File: config.mk
export PLATFORM = sky130hd
export DESIGN_NAME = istk_seq
export DESIGN_NICKNAME = d
export VERILOG_FILES = /design/src/hw/rtl/istk_pkg.sv /design/src/hw/rtl/istk_seq.sv
export SDC_FILE = /design/constraint.sdc
export NUM_CORES = 1
export LEC_CHECK = 0
export ABC_AREA = 0
export BUFFER_PORTS_ARGS = -buffer_cell sky130_fd_sc_hd__buf_2
export CAP_MARGIN = 20
export CORE_AREA = 2 2 103 105
export CTS_CLUSTER_DIAMETER = 60
export DETAILED_ROUTE_END_ITERATION = 6
export DIE_AREA = 0 0 105 107
export PLACE_DENSITY = 0.79
export SETUP_SLACK_MARGIN = 0.15
export SYNTH_ARGS = -nofsm -noshare
export SYNTH_HDL_FRONTEND = slang
export SYNTH_SLANG_ARGS = --single-unit
export TNS_END_PERCENT = 1
File: constraint.sdc
create_clock -name aclk -period 4.6 [get_ports aclk]
set_input_delay 0.92 -clock aclk [delete_from_list [all_inputs] [get_ports aclk]]
set_output_delay 0.92 -clock aclk [all_outputs]
set_load 0.005 [all_outputs]
File: src/hw/rtl/istk_pkg.sv
// Shared constants, codes and interface structs of the integer stack with search.
package istk_pkg;

    localparam int DEPTH  = 256;
    localparam int ADDR_W = $clog2(DEPTH);
    localparam int CNT_W  = 9;
    localparam int CAP_W  = 9;
    localparam int DATA_W = 32;
    localparam int MODE_W = 3;
    localparam int STAT_W = 2;
    localparam int FIDX_W = 8;

    // Result tdata: data, found_index, count, is_empty, is_full, padded to bytes.
    localparam int M_BITS    = DATA_W + FIDX_W + CNT_W + 2;
    localparam int M_TDATA_W = ((M_BITS + 7) / 8) * 8;

    localparam logic [MODE_W-1:0] MODE_PUSH   = 3'd0;
    localparam logic [MODE_W-1:0] MODE_POP    = 3'd1;
    localparam logic [MODE_W-1:0] MODE_PEEK   = 3'd2;
    localparam logic [MODE_W-1:0] MODE_CLEAR  = 3'd3;
    localparam logic [MODE_W-1:0] MODE_SEARCH = 3'd4;

    localparam logic [STAT_W-1:0] STAT_OK       = 2'd0;
    localparam logic [STAT_W-1:0] STAT_FULL     = 2'd1;
    localparam logic [STAT_W-1:0] STAT_EMPTY    = 2'd2;
    localparam logic [STAT_W-1:0] STAT_NOTFOUND = 2'd3;

    typedef struct packed {
        logic              en;
        logic [ADDR_W-1:0] addr;
        logic [DATA_W-1:0] data;
    } ram_wr_t;

    typedef struct packed {
        logic [STAT_W-1:0] status;
        logic [DATA_W-1:0] data;
        logic [FIDX_W-1:0] fidx;
        logic [CNT_W-1:0]  count;
        logic              empty;
        logic              full;
    } res_t;

endpackage

File: src/hw/rtl/istk_seq.sv
// Operation sequencer: count register, RAM addressing and the search compare unit.
module istk_seq import istk_pkg::*; (
    input  logic              aclk,
    input  logic              aresetn,
    input  logic              in_valid,
    input  logic [MODE_W-1:0] in_mode,
    input  logic [DATA_W-1:0] in_value,
    output logic              in_ready,
    input  logic [CNT_W-1:0]  cap_eff,
    output ram_wr_t           ram_wr,
    output logic [ADDR_W-1:0] ram_raddr,
    input  logic [DATA_W-1:0] ram_rdata,
    output logic              res_valid,
    output res_t              res,
    input  logic              res_take
);

    localparam logic [1:0] ST_IDLE = 2'd0;
    localparam logic [1:0] ST_READ = 2'd1;
    localparam logic [1:0] ST_SCAN = 2'd2;
    localparam logic [1:0] ST_DONE = 2'd3;

    logic [1:0]        state_reg, state_next;
    logic [CNT_W-1:0]  count_reg, count_next;
    logic [ADDR_W-1:0] addr_reg, addr_next;
    logic [DATA_W-1:0] key_reg, key_next;
    logic [STAT_W-1:0] status_reg, status_next;
    logic [DATA_W-1:0] data_reg, data_next;
    logic [FIDX_W-1:0] fidx_reg, fidx_next;
    logic [CNT_W-1:0]  cnt_dec;
    logic              full_now;
    logic              hit;

    assign cnt_dec  = count_reg - 1'b1;
    assign full_now = count_reg >= cap_eff;
    assign hit      = ram_rdata == key_reg;

    always_comb begin
        state_next  = state_reg;
        count_next  = count_reg;
        addr_next   = addr_reg;
        key_next    = key_reg;
        status_next = status_reg;
        data_next   = data_reg;
        fidx_next   = fidx_reg;
        ram_wr.en   = 1'b0;
        ram_wr.addr = count_reg[ADDR_W-1:0];
        ram_wr.data = in_value;
        ram_raddr   = cnt_dec[ADDR_W-1:0];

        case (state_reg)
            ST_IDLE: begin
                if (in_valid) begin
                    status_next = STAT_OK;
                    data_next   = '0;
                    fidx_next   = '0;
                    key_next    = in_value;
                    addr_next   = cnt_dec[ADDR_W-1:0];
                    state_next  = ST_DONE;
                    case (in_mode)
                        MODE_PUSH: begin
                            if (full_now) begin
                                status_next = STAT_FULL;
                            end else begin
                                ram_wr.en  = 1'b1;
                                count_next = count_reg + 1'b1;
                            end
                        end
                        MODE_POP: begin
                            if (count_reg == '0) begin
                                status_next = STAT_EMPTY;
                            end else begin
                                count_next = cnt_dec;
                                state_next = ST_READ;
                            end
                        end
                        MODE_PEEK: begin
                            if (count_reg == '0) begin
                                status_next = STAT_EMPTY;
                            end else begin
                                state_next = ST_READ;
                            end
                        end
                        MODE_CLEAR: begin
                            count_next = '0;
                        end
                        MODE_SEARCH: begin
                            if (count_reg == '0) begin
                                status_next = STAT_NOTFOUND;
                            end else begin
                                state_next = ST_SCAN;
                            end
                        end
                        default: begin
                        end
                    endcase
                end
            end
            ST_READ: begin
                data_next  = ram_rdata;
                state_next = ST_DONE;
            end
            ST_SCAN: begin
                // rdata holds the entry at addr_reg; fetch the one below speculatively
                ram_raddr = addr_reg - 1'b1;
                if (hit) begin
                    fidx_next  = FIDX_W'(addr_reg);
                    state_next = ST_DONE;
                end else if (addr_reg == '0) begin
                    status_next = STAT_NOTFOUND;
                    state_next  = ST_DONE;
                end else begin
                    addr_next = ram_raddr;
                end
            end
            ST_DONE: begin
                if (res_take) begin
                    state_next = ST_IDLE;
                end
            end
            default: begin
                state_next = ST_IDLE;
            end
        endcase
    end

    always_ff @(posedge aclk) begin
        if (!aresetn) begin
            state_reg <= ST_IDLE;
            count_reg <= '0;
        end else begin
            state_reg <= state_next;
            count_reg <= count_next;
        end
    end

    always_ff @(posedge aclk) begin
        addr_reg   <= addr_next;
        key_reg    <= key_next;
        status_reg <= status_next;
        data_reg   <= data_next;
        fidx_reg   <= fidx_next;
    end

    assign in_ready   = state_reg == ST_IDLE;
    assign res_valid  = state_reg == ST_DONE;
    assign res.status = status_reg;
    assign res.data   = data_reg;
    assign res.fidx   = fidx_reg;
    assign res.count  = count_reg;
    assign res.empty  = count_reg == '0;
    assign res.full   = full_now;

endmodule

==> summary.txt <==
Pwr
  • Seq pwr share: 47.9%
  • Int Pwr: 1980 uW
  • Design Power: 2990 uW
  • Lkg Pwr: 0.00246 uW
  • Sw Ratio: 33.9%
  • Pwr/cell area: 510 nW/um2
  • Switch Pwr: 1010 uW
  • VDD IR max: 0.000215 V
  • Gate power share: 34.3%
  • Clock Power Share: 17.8%

Worst hold path
  • Worst Hold Depth: 2
  • Hold path start: state_reg[0]
  • Hold EP: state_reg[0]
  • Hold crit path type: flip-flop to flip-flop

GRT
  • Initial antenna violation count: 0
  • Largest net degree at the start of global routing: 34
  • Grt ovf: 0
  • Tot GR Track Use: 19.9%
  • First-pass GRT wire length: 17500 um
  • Vias in the first global route: 3500

Drt
  • Vias: 3636
  • Drt via density: 5.09
  • Final WL: 11200 um
  • Routed WL per cell: 15.6 um
  • Drc violations: 0
  • Post-DRT Antenna Nets: 0
  • DR iter-0 viols: 175
  • 1st-pass router iterations: 5

Setup path
  • Reg2Reg Launch Point: count_reg[0]
  • Worst-path fanout max: 12
  • Worst EP arrival: 2.47 ns
  • Critical path capture point type: primary output
  • Crit path from: count_reg[0]
  • Crit Path Category: flip-flop to primary output
  • R2r endpoint: count_reg[7]
  • Worst EP required: 3.68 ns
  • Reg2Reg Setup Slack: 1.92 ns
  • Worst reg2reg path depth: 8
  • Crit start category: flip-flop

Synthesis
  • Synth cell types: 46
  • Post-synthesis cell count: 437
  • Largest area contributor in the netlist: edfxtp_1
  • EDFF count, synth: 82
  • Primary FF master, synth: edfxtp_1
  • Synthesized area per cell: 11.3 um2
  • Yosys top cell area share: 49.9%
  • Yosys warns: 0
  • Sequential fraction of the synthesis area: 54.4%
  • Post-synthesis net count: 534
  • Flops & latches, synth: 93
  • Synth area leaders: edfxtp_1, xnor2_1, buf_4
  • Post-Syn Area: 4930 um2
  • Async SR Flop Fraction: 0%

Timing
  • Slew Viols, Final: 0
  • Worst Max-Slew Pin Slew: 1.01 ns
  • Final Skew: 0.0151 ns
  • TNS Setup: 0 ns
  • Relative slew slack: 32.5%
  • Tcrit/Tclk final: 73.8%
  • Tmin final: 3.39 ns
  • RSZ-0062 raised after global routing: false
  • Setup violators final: 0
  • Max Freq: 295 MHz
  • Final Hold Fails: 0

Finish
  • Post-Layout Cell Count: 715
  • Share of cells above drive strength 1: 35.6%
  • Most frequent cells in the layout: buf_2, edfxtp_1, xnor2_1
  • Antenna Cells: 0
  • Fin nets: 672
  • Area Overhead vs Synth: 18.6%
  • Commonest non-fill, non-tap cell in the layout: buf_2

Clock network
  • H-Tree Depth: 3
  • Clk Latency, worst-skew pair: 0.36 ns
  • CTS Sinks: 93
  • Reg clk slew, reported paths: 0.08 ns
  • Cts repair resizes: 0
  • CTS Hold Buffers Added: 0
  • CTS Root Cell: clkbuf_8
  • Clk buf depth: 2
  • CTS Buf Count: 9
  • CTS tree: built
  • Post-CTS setup buffers: 0

Run status
  • Status: finished, final reports clean

Die
  • Die Wd: 105 um
  • IO Pins: 184
  • CORE AREA: 10100 um2
  • Die area: 11200 um2
  • Site Rows: 37
  • Die height: 107 um
  • Initial Utilization: 48.9%

Run
  • Max-Cap Viols: 0

Placement
  • GPL Wtd Cong: 0.892
  • Dpl cells: 700
  • Dpl hpwl: 8570 um
  • Port Buffers: 183
-- kinds of logic after synthesis --
group	Yosys count	synth area share, %
compound gates	67	8.54
xor+xnor	48	8.52
fa+ha+maj	17	4.31
buf+inv	80	9.31
flops	93	54.4
mux	3	0.609
simple gates	129	14.4
-- worst max-delay path, stage by stage (launching register included) --
cell     delay [ns]
dfxtp_1        0.46
inv_1          0.18
ha_1           0.26
inv_1          0.11
nor3_1         0.47
xor2_1         0.24
nor2_1         0.07
a21oi_1        0.19
buf_2          0.15
-- power groups by stage --
stage	Clock [uW]	Combinational, uW	Sequential (uW)
after floorplan	0	601	1460
after global placement	0	1010	1440
after detailed placement	0	1040	1450
after CTS	543	1040	1430
after global routing	578	1140	1460
final	532	1030	1430
-- routing by layer --
| metal | share of wire [%] | global-route usage, % | vias to the layer above | wire (um) |
|---|---|---|---|---|
| met1 | 41 | 26.5 | 1686 | 4630 |
| met3 | 6.6 | 4.07 | 13 | 734 |
| met2 | 51 | 32.9 | 151 | 5640 |
| li1 | - | - | 1786 | - |
| met5 | 0 | 0 | - | 0 |
| met4 | 1.4 | 6.48 | 0 | 161 |
-- how the worst max path moves through the flow --
stage	endpoint	slack (ns)	depth (start not counted)
after floorplan	data_reg[0]	1.13	3
after global placement	ram_wr[40]	1.39	9
after detailed placement	ram_wr[40]	1.31	9
after CTS	ram_raddr[7]	1.18	6
after global routing	ram_raddr[6]	0.98	8
final	ram_raddr[6]	1.21	8
-- Yosys cell counts (2+ instances only) --
cell type  count
edfxtp_1      82
buf_4         41
xnor2_1       39
and2_1        38
nand2_1       26
a21oi_1       23
inv_1         23
ha_1          17
nor2_1        16
nor3_1        16
o21ai_0       15
clkbuf_1      12
dfxtp_1       11
xor2_1         9
nand4_1        8
or3_1          8
nand3_1        6
buf_2          4
o22ai_1        4
a31oi_1        3
mux2i_1        3
nor2b_1        3
a211oi_1       2
a22oi_1        2
nor4_2         2
o221ai_1       2
o32ai_1        2
o41ai_1        2
-- cell type report --
class | instances | area (um2)
repair buffers | 184 | 923
inverters | 23 | 86.3
fillers | 885 | 4240
clock buffers | 10 | 128
flip-flops and latches | 93 | 2680
well taps | 136 | 170
multi-input cells | 264 | 1800
clock inverters | 5 | 60.1
-- stage by stage --
stage / utilization (%) / hold WS, ns / setup slack [ns] / area (um2)
after floorplan: - / 0.484 / 1.13 / 4930
after global placement: 56.1 / 0.501 / 1.39 / 5670
after detailed placement: 56.1 / 0.522 / 1.31 / 5670
after CTS: 58.0 / 0.531 / 1.18 / 5850
after global routing: 58.0 / 0.563 / 0.975 / 5850
final: 58.0 / 0.526 / 1.21 / 5850
Note: power is estimated with default switching activity, not from simulation.
